===== src/rtl/rpsc_pkg.sv =====
`timescale 1ns / 1ps

package rpsc_pkg;

   localparam int BYTE_W = 8;
   localparam int LEN_W = 13;
   localparam int OFS_W = 12;
   localparam int VERDICT_W = 4;

   localparam logic [LEN_W-1:0] MAX_LENGTH_RESET = 13'd4096;

   // verdict codes
   localparam logic [VERDICT_W-1:0] VERDICT_OK         = 4'd0;
   localparam logic [VERDICT_W-1:0] VERDICT_EMPTY      = 4'd1;
   localparam logic [VERDICT_W-1:0] VERDICT_TOO_LONG   = 4'd2;
   localparam logic [VERDICT_W-1:0] VERDICT_UNC        = 4'd3;
   localparam logic [VERDICT_W-1:0] VERDICT_ABSOLUTE   = 4'd4;
   localparam logic [VERDICT_W-1:0] VERDICT_COLON      = 4'd5;
   localparam logic [VERDICT_W-1:0] VERDICT_EMPTY_COMP = 4'd6;
   localparam logic [VERDICT_W-1:0] VERDICT_DOT        = 4'd7;
   localparam logic [VERDICT_W-1:0] VERDICT_DOTDOT     = 4'd8;
   localparam logic [VERDICT_W-1:0] VERDICT_NONPRINT   = 4'd9;
   localparam logic [VERDICT_W-1:0] VERDICT_RESERVED   = 4'd10;
   localparam logic [VERDICT_W-1:0] VERDICT_TRAILING   = 4'd11;
   localparam logic [VERDICT_W-1:0] VERDICT_BAD_FIRST  = 4'd12;

   typedef struct packed {
      logic [BYTE_W-1:0] path_byte;
      logic              has_byte;
      logic              last;
   } req_type;

   typedef struct packed {
      logic [VERDICT_W-1:0] verdict;
      logic [OFS_W-1:0]     offending_offset;
   } rsp_type;

endpackage


===== src/rtl/rpsc_scan.sv =====
`timescale 1ns / 1ps

module rpsc_scan #(
   parameter int MAX_PATH_BYTES = 4096
) (
   input  logic                        clock,
   input  logic                        reset,
   input  logic                        take,
   input  rpsc_pkg::req_type           req,
   input  logic [rpsc_pkg::LEN_W-1:0]  max_length,
   output rpsc_pkg::rsp_type           result
);

   localparam int CNT_W = $clog2(MAX_PATH_BYTES + 2);
   localparam int CMP_W = (CNT_W > rpsc_pkg::LEN_W) ? CNT_W : rpsc_pkg::LEN_W;
   localparam int EXT_W = CMP_W + 1;

   localparam logic [CNT_W-1:0] COUNT_SAT = CNT_W'(MAX_PATH_BYTES + 1);
   localparam logic [CMP_W-1:0] PATH_CAP_EXT = CMP_W'(MAX_PATH_BYTES);

   localparam logic [7:0] CH_DOT   = 8'h2E;
   localparam logic [7:0] CH_SPACE = 8'h20;
   localparam logic [7:0] CH_COLON = 8'h3A;
   localparam logic [7:0] CH_SLASH = 8'h2F;
   localparam logic [7:0] CH_BSLASH = 8'h5C;
   localparam logic [7:0] CH_LT    = 8'h3C;
   localparam logic [7:0] CH_GT    = 8'h3E;
   localparam logic [7:0] CH_QUOTE = 8'h22;
   localparam logic [7:0] CH_PIPE  = 8'h7C;
   localparam logic [7:0] CH_QMARK = 8'h3F;
   localparam logic [7:0] CH_STAR  = 8'h2A;
   localparam logic [7:0] PRINT_LO = 8'h20;
   localparam logic [7:0] PRINT_HI = 8'h7E;

   typedef struct packed {
      logic [rpsc_pkg::OFS_W-1:0] start;
      logic [1:0]                 len;
      logic                       all_dots;
      logic [7:0]                 first_char;
      logic [7:0]                 last_char;
      logic                       nonprint;
      logic [3:0][7:0]            pchars;
      logic [2:0]                 plen;
      logic                       closed;
   } comp_type;

   typedef struct packed {
      logic [CNT_W-1:0]               count;
      logic                           first_sep;
      logic                           unc;
      logic                           colon;
      logic [rpsc_pkg::VERDICT_W-1:0] err;
      logic [rpsc_pkg::OFS_W-1:0]     err_start;
      comp_type                       comp;
   } path_type;

   function automatic logic is_sep(input logic [7:0] b);
      return (b == CH_SLASH) || (b == CH_BSLASH);
   endfunction

   function automatic logic [7:0] to_lower(input logic [7:0] b);
      return ((b >= 8'h41) && (b <= 8'h5A)) ? b + 8'd32 : b;
   endfunction

   function automatic comp_type open_comp(input logic [rpsc_pkg::OFS_W-1:0] start);
      comp_type c;
      c          = '0;
      c.start    = start;
      c.all_dots = 1'b1;
      return c;
   endfunction

   function automatic logic is_reserved(input comp_type c);
      logic [23:0] head;
      logic        digit;
      head  = {c.pchars[0], c.pchars[1], c.pchars[2]};
      digit = (c.pchars[3] >= 8'h30) && (c.pchars[3] <= 8'h39);
      if (c.plen == 3'd3) begin
         return (head == "con") || (head == "prn") || (head == "aux") || (head == "nul");
      end else if (c.plen == 3'd4) begin
         return digit && ((head == "com") || (head == "lpt"));
      end
      return 1'b0;
   endfunction

   function automatic logic [rpsc_pkg::VERDICT_W-1:0] comp_verdict(input comp_type c);
      logic [7:0] f;
      f = c.first_char;
      if (c.len == 2'd0) return rpsc_pkg::VERDICT_EMPTY_COMP;
      if (c.all_dots && (c.len == 2'd1)) return rpsc_pkg::VERDICT_DOT;
      if (c.all_dots && (c.len == 2'd2)) return rpsc_pkg::VERDICT_DOTDOT;
      if (c.nonprint) return rpsc_pkg::VERDICT_NONPRINT;
      if (is_reserved(c)) return rpsc_pkg::VERDICT_RESERVED;
      if ((c.last_char == CH_DOT) || (c.last_char == CH_SPACE))
         return rpsc_pkg::VERDICT_TRAILING;
      if ((f == CH_LT) || (f == CH_GT) || (f == CH_QUOTE) || (f == CH_PIPE) ||
          (f == CH_QMARK) || (f == CH_STAR))
         return rpsc_pkg::VERDICT_BAD_FIRST;
      return rpsc_pkg::VERDICT_OK;
   endfunction

   path_type path_ff, path_in;
   path_type after, clear_state;
   logic [rpsc_pkg::VERDICT_W-1:0] cv_cur, cv_end, comp_err;
   logic [rpsc_pkg::OFS_W-1:0]     comp_ofs;
   logic [EXT_W-1:0]               pos_ext;
   logic [CMP_W-1:0]               limit, count_ext;
   logic [7:0]                     b;

   always_comb begin
      b       = req.path_byte;
      pos_ext = EXT_W'(path_ff.count);
      cv_cur  = comp_verdict(path_ff.comp);

      clear_state      = '0;
      clear_state.comp = open_comp('0);

      // fold the byte into the running state
      after = path_ff;
      if (req.has_byte) begin
         if ((path_ff.count == '0) && is_sep(b)) after.first_sep = 1'b1;
         if ((path_ff.count == CNT_W'(1)) && path_ff.first_sep && is_sep(b))
            after.unc = 1'b1;
         if (b == CH_COLON) after.colon = 1'b1;
         if (path_ff.count != COUNT_SAT) after.count = path_ff.count + 1'b1;

         if (is_sep(b)) begin
            if ((path_ff.err == rpsc_pkg::VERDICT_OK) && (cv_cur != rpsc_pkg::VERDICT_OK)) begin
               after.err       = cv_cur;
               after.err_start = path_ff.comp.start;
            end
            after.comp = open_comp(rpsc_pkg::OFS_W'(pos_ext + 1'b1));
         end else begin
            if (path_ff.comp.len == 2'd0) after.comp.first_char = b;
            after.comp.last_char = b;
            if (path_ff.comp.len != 2'd3) after.comp.len = path_ff.comp.len + 1'b1;
            if (b != CH_DOT) after.comp.all_dots = 1'b0;
            if ((b < PRINT_LO) || (b > PRINT_HI)) after.comp.nonprint = 1'b1;
            if (!path_ff.comp.closed) begin
               if ((b == CH_DOT) || (b == CH_SPACE) || (b == CH_COLON)) begin
                  after.comp.closed = 1'b1;
               end else if (path_ff.comp.plen < 3'd4) begin
                  after.comp.pchars[path_ff.comp.plen[1:0]] = to_lower(b);
                  after.comp.plen = path_ff.comp.plen + 1'b1;
               end else begin
                  after.comp.plen   = 3'd5;
                  after.comp.closed = 1'b1;
               end
            end
         end
      end

      // final component closes only when non-empty: a trailing separator is fine
      cv_end   = comp_verdict(after.comp);
      comp_err = after.err;
      comp_ofs = after.err_start;
      if ((after.err == rpsc_pkg::VERDICT_OK) && (after.comp.len != 2'd0)) begin
         comp_err = cv_end;
         comp_ofs = after.comp.start;
      end

      limit     = (CMP_W'(max_length) < PATH_CAP_EXT) ? CMP_W'(max_length) : PATH_CAP_EXT;
      count_ext = CMP_W'(after.count);

      result.offending_offset = '0;
      if (after.count == '0) begin
         result.verdict = rpsc_pkg::VERDICT_EMPTY;
      end else if (count_ext > limit) begin
         result.verdict = rpsc_pkg::VERDICT_TOO_LONG;
      end else if (after.first_sep) begin
         result.verdict = after.unc ? rpsc_pkg::VERDICT_UNC : rpsc_pkg::VERDICT_ABSOLUTE;
      end else if (after.colon) begin
         result.verdict = rpsc_pkg::VERDICT_COLON;
      end else begin
         result.verdict = comp_err;
         if (comp_err != rpsc_pkg::VERDICT_OK) result.offending_offset = comp_ofs;
      end

      path_in = path_ff;
      if (take) path_in = req.last ? clear_state : after;
   end

   always_ff @(posedge clock) begin
      if (reset) begin
         path_ff <= clear_state;
      end else begin
         path_ff <= path_in;
      end
   end

endmodule


===== src/rtl/relative_path_safety_checker_core.sv =====
`timescale 1ns / 1ps

// Channel  Direction  Ports                         Transfer
// request  in         req_valid/req_ready/req_payload  one path byte (or end marker)
// response out        rsp_valid/rsp_ready/rsp_payload  one verdict per path
// csr      in         csr_wr_en/csr_wr_data            max_length write, no wait
//
// One byte is taken every cycle; the verdict for a path is loaded into the output
// register at the transfer that carries its last marker and shows in the next cycle.
// Each byte is folded combinationally into the running-state register in rpsc_scan.
// Requests stall only while a verdict waits in the output register and rsp_ready is low.
// Synchronous active-high reset clears the path state, the output valid and sets
// max_length to 4096.

module relative_path_safety_checker_core #(
   parameter int MAX_PATH_BYTES = 4096
) (
   input  logic                       clock,
   input  logic                       reset,
   input  logic                       req_valid,
   output logic                       req_ready,
   input  rpsc_pkg::req_type          req_payload,
   output logic                       rsp_valid,
   input  logic                       rsp_ready,
   output rpsc_pkg::rsp_type          rsp_payload,
   input  logic                       csr_wr_en,
   input  logic [rpsc_pkg::LEN_W-1:0] csr_wr_data
);

   logic [rpsc_pkg::LEN_W-1:0] max_length_ff, max_length_in;
   logic                       rsp_valid_ff, rsp_valid_in;
   rpsc_pkg::rsp_type          rsp_payload_ff, rsp_payload_in;
   rpsc_pkg::rsp_type          scan_result;
   logic                       req_xfer;

   assign req_ready = !rsp_valid_ff || rsp_ready;
   assign req_xfer  = req_valid && req_ready;

   rpsc_scan #(
      .MAX_PATH_BYTES(MAX_PATH_BYTES)
   ) u_scan (
      .clock      (clock),
      .reset      (reset),
      .take       (req_xfer),
      .req        (req_payload),
      .max_length (max_length_ff),
      .result     (scan_result)
   );

   always_comb begin
      max_length_in  = csr_wr_en ? csr_wr_data : max_length_ff;
      rsp_valid_in   = rsp_valid_ff;
      rsp_payload_in = rsp_payload_ff;
      if (rsp_ready) rsp_valid_in = 1'b0;
      // load a new verdict on the transfer that ends a path
      if (req_xfer && req_payload.last) begin
         rsp_valid_in   = 1'b1;
         rsp_payload_in = scan_result;
      end
   end

   always_ff @(posedge clock) begin
      if (reset) begin
         max_length_ff <= rpsc_pkg::MAX_LENGTH_RESET;
         rsp_valid_ff  <= 1'b0;
      end else begin
         max_length_ff <= max_length_in;
         rsp_valid_ff  <= rsp_valid_in;
      end
   end

   always_ff @(posedge clock) begin
      rsp_payload_ff <= rsp_payload_in;
   end

   assign rsp_valid   = rsp_valid_ff;
   assign rsp_payload = rsp_payload_ff;

endmodule


===== config.mk =====
export PLATFORM = sky130hd
export DESIGN_NAME = relative_path_safety_checker_core
export DESIGN_NICKNAME = d
export VERILOG_FILES = /design/src/rtl/rpsc_pkg.sv /design/src/rtl/rpsc_scan.sv /design/src/rtl/relative_path_safety_checker_core.sv
export SDC_FILE = /design/constraint.sdc
export NUM_CORES = 1
export LEC_CHECK = 0
export BUFFER_PORTS_ARGS = -buffer_cell sky130_fd_sc_hd__buf_2
export CAP_MARGIN = 20
export CORE_MARGIN = 1
export CORE_UTILIZATION = 35
export DETAILED_ROUTE_END_ITERATION = 8
export SYNTH_ARGS = -nofsm -noshare
export SYNTH_HDL_FRONTEND = slang
export SYNTH_SLANG_ARGS = --single-unit

===== constraint.sdc =====
create_clock -name clock -period 4.8 [get_ports clock]
set_clock_uncertainty 0.2 [all_clocks]
set_input_delay 0.48 -clock clock [delete_from_list [all_inputs] [get_ports clock]]
set_output_delay 0.48 -clock clock [all_outputs]
set_load 0.03 [all_outputs]

==> out/metrics.yaml <==
status: "finished, final reports clean"
routed_wl_mm: 25.1
dieArea_sq_um: 23500
path_clk_slew_ns: 0.06
hp-class: "in -> reg"
hp-start: "csr_wr_data[7]"
ys.flop_type: "dfxtp_1"
power.leakage_nw: 3.32
diodes: 0
start_util_pct: 36.2
io_buffers: 45
root_buffer: "clkbuf_16"
dpl.hpwl_mm: 17.5
postPlaceCellArea_sq_um: 8510
crit_type: "reg -> reg"
synth_edf_count: 16
place_inst: 1277
layout_commonest_cell: "nor2_1"
holdPathStages: 3
fp-row-count: 54
regArea_sq_um: 2740
r2r_start: "u_scan.path_ff[87]"
worstPathMaxFanout: 13
whs_ns: 0.0875
crit_path_start: "u_scan.path_ff[87]"
slew_viol_final: 0
total_power_mw: 2.77
die-height_um: 153
hold_end: "max_length_ff[7]"
vdd_drop_max_mv: 0.200
vias_per_cell: 5.86
numCtsBuffers: 17
wl_per_cell_um: 19.2
drt.antenna.violating_nets: 0
ioPinCount: 46
r2r_slack_ns: 0.44
drtIter0Drc: 766
crit_path_top_delay_cell: "dfxtp_1"
seq_area_frac_synth_pct: 34.3
r2r_cells: 17
end_kind: "flip-flop"
finalCritPeriodShare_pct: 90.8
yosys_warnings: 0
crit-reg2reg-capture: "rsp_payload[11]"
clock_path_buffers: 2
cts_tree: "yes"
fin_area_sq_um: 9090
vias: 7672
async_flop_share_pct: 0
stdcell_count: 1309
synthCells: 996
gr-usage-met3_pct: 4.39
final_util_pct: 41.2
drive_gt1_share_pct: 13.6
startpoint_type: "flip-flop"
grt_pass1_wl_mm: 39.8
grt_use_met1_pct: 31.3
htree_levels: 4
finalCriticalPeriod_ns: 4.36
postCtsSetupBuffers: 0
maxCapViolCount: 0
setup_tns_ns: 0
drc_errors: 0
gr-max-usage-layer: "met1"
grt_setup_unrepaired: "no"
grt_max_degree: 62
setup_viol: 0
synth_area_sq_um: 8000
drt_pass1_iterations: 5
tightest_slew_ns: 0.960
worstPathCellList: "ha_1 > nand3_1 > nor2_1 > and3_1 > nand2_1 > xnor2_1 > ha_1 > nand4_1 > a21oi_1 > o31a_1 > o21a_1 > o21a_1 > o31ai_1 > buf_4 > nand2_1 > buf_4 > a2111oi_1"
cpLargestDelayFamily: "compound AO/OA/AOI/OAI gates"
finalNetCount: 1066
fmax_mhz: 230
gr-usage-met2_pct: 31.1
clock-sinks: 129
arrival_ns: 4.37
ys_types: 87
slew_headroom_pct: 35.3
powerDensity_nw_per_um2: 304
avgSynthCellArea_sq_um: 8.03
yosys_register_bits: 129
core-area_sq_um: 22100
grtUsageTotal_pct: 21.5
clkLatencyLatePin_ns: 0.43
multi_input_area_sq_um: 4910
hold_buffers: 0
post_cts_resized: 0
gp_congestion: 0.963
nFillCells: 2225
grt_overflow: 0
syn-num-nets: 1046
dp_slack_ns: 0.321
critPathMaxStageDelay_ns: 0.49
final_cell_mix: "nor2_1, dfxtp_1, nand2_1"
die_w_um: 153
fin_ws_ns: 0.444
antenna_found_initial: 0
grt_pass1_vias: 6976
worst-path-buf-inv: 2
required_ns: 4.82
hold_viol_final: 0
area_delta_synth_final_pct: 13.7
[worst max path at each step]
stage                           end  slack, ns  depth (start not counted)
floorplan            rsp_payload[4]       0.34                         18
global placement     rsp_payload[2]       0.41                         12
detailed placement  rsp_payload[11]       0.32                         12
CTS                 rsp_payload[11]       0.32                         18
global route        rsp_payload[11]       0.10                         18
finish              rsp_payload[11]       0.44                         17
[cell families after synthesis]
| logic type | share of synthesized area, % |
|---|---|
| adder cells (fa/ha/maj) | 3.44 |
| XOR/XNOR | 2.52 |
| AO/OA/AOI/OAI | 25.1 |
| flip-flops | 34.3 |
| multiplexers | 3.66 |
| AND/OR/NAND/NOR | 26.2 |
| buffers and inverters | 4.74 |
[state kept, by name, indices dropped and copies added, names as in the netlist]
signal,count
rsp_valid,1
rsp_payload,16
u_scan.path_ff,99
max_length_ff,13
[power by group]
part           internal [mW]  total [mW]  switching (mW)
clock network          0.771        1.30           0.527
registers               1.12        1.13          0.0166
logic                  0.108       0.338           0.230
[routing by layer]
metal | vias to the layer above | part of all wire [%] | wire (um)
li1 | 3714 | - | -
met1 | 3562 | 48 | 12000
met2 | 354 | 42 | 10500
met3 | 42 | 8.2 | 2070
met4 | 0 | 2.2 | 552
met5 | - | 0 | 0
[tightest hold or removal path: cells and delay by family]
kind          cells  cell delay [ns]
simple gates      1             0.07
mux               1             0.05
buf+inv           1             0.07
[synthesized netlist by cell type, drive strengths merged (5+ instances only)]
library cell	count	share of area [%]
a2111oi	11	2.2
a211oi	5	0.47
a21oi	48	3.1
a22oi	73	6.9
a31oi	7	0.63
a32oi	10	1.1
and2	6	0.47
and3	6	0.47
and4	7	0.80
buf	18	1.3
clkbuf	52	2.4
dfxtp	113	28
edfxtp	16	6.0
ha	22	3.4
inv	22	1.0
mux2i	27	3.4
nand2	84	3.9
nand2b	9	0.70
nand3	27	1.7
nand4	14	1.1
nor2	172	8.2
nor2b	9	0.70
nor3	36	2.3
nor3b	8	0.81
nor4	9	0.78
nor4b	6	0.84
o21a	10	0.94
o21ai	56	3.6
o22ai	9	0.70
or4	5	0.52
xnor2	14	1.5
xor2	9	0.99
[cell type report]
class	count	share of cell area, %
multi-input cells	775	54.0
inverters	22	0.908
well taps	280	3.85
flip-flops and latches	129	30.2
repair buffers	71	4.65
clock inverters	14	1.72
clock buffers	18	4.72
No activity file was read; power rests on OpenSTA's default activity.
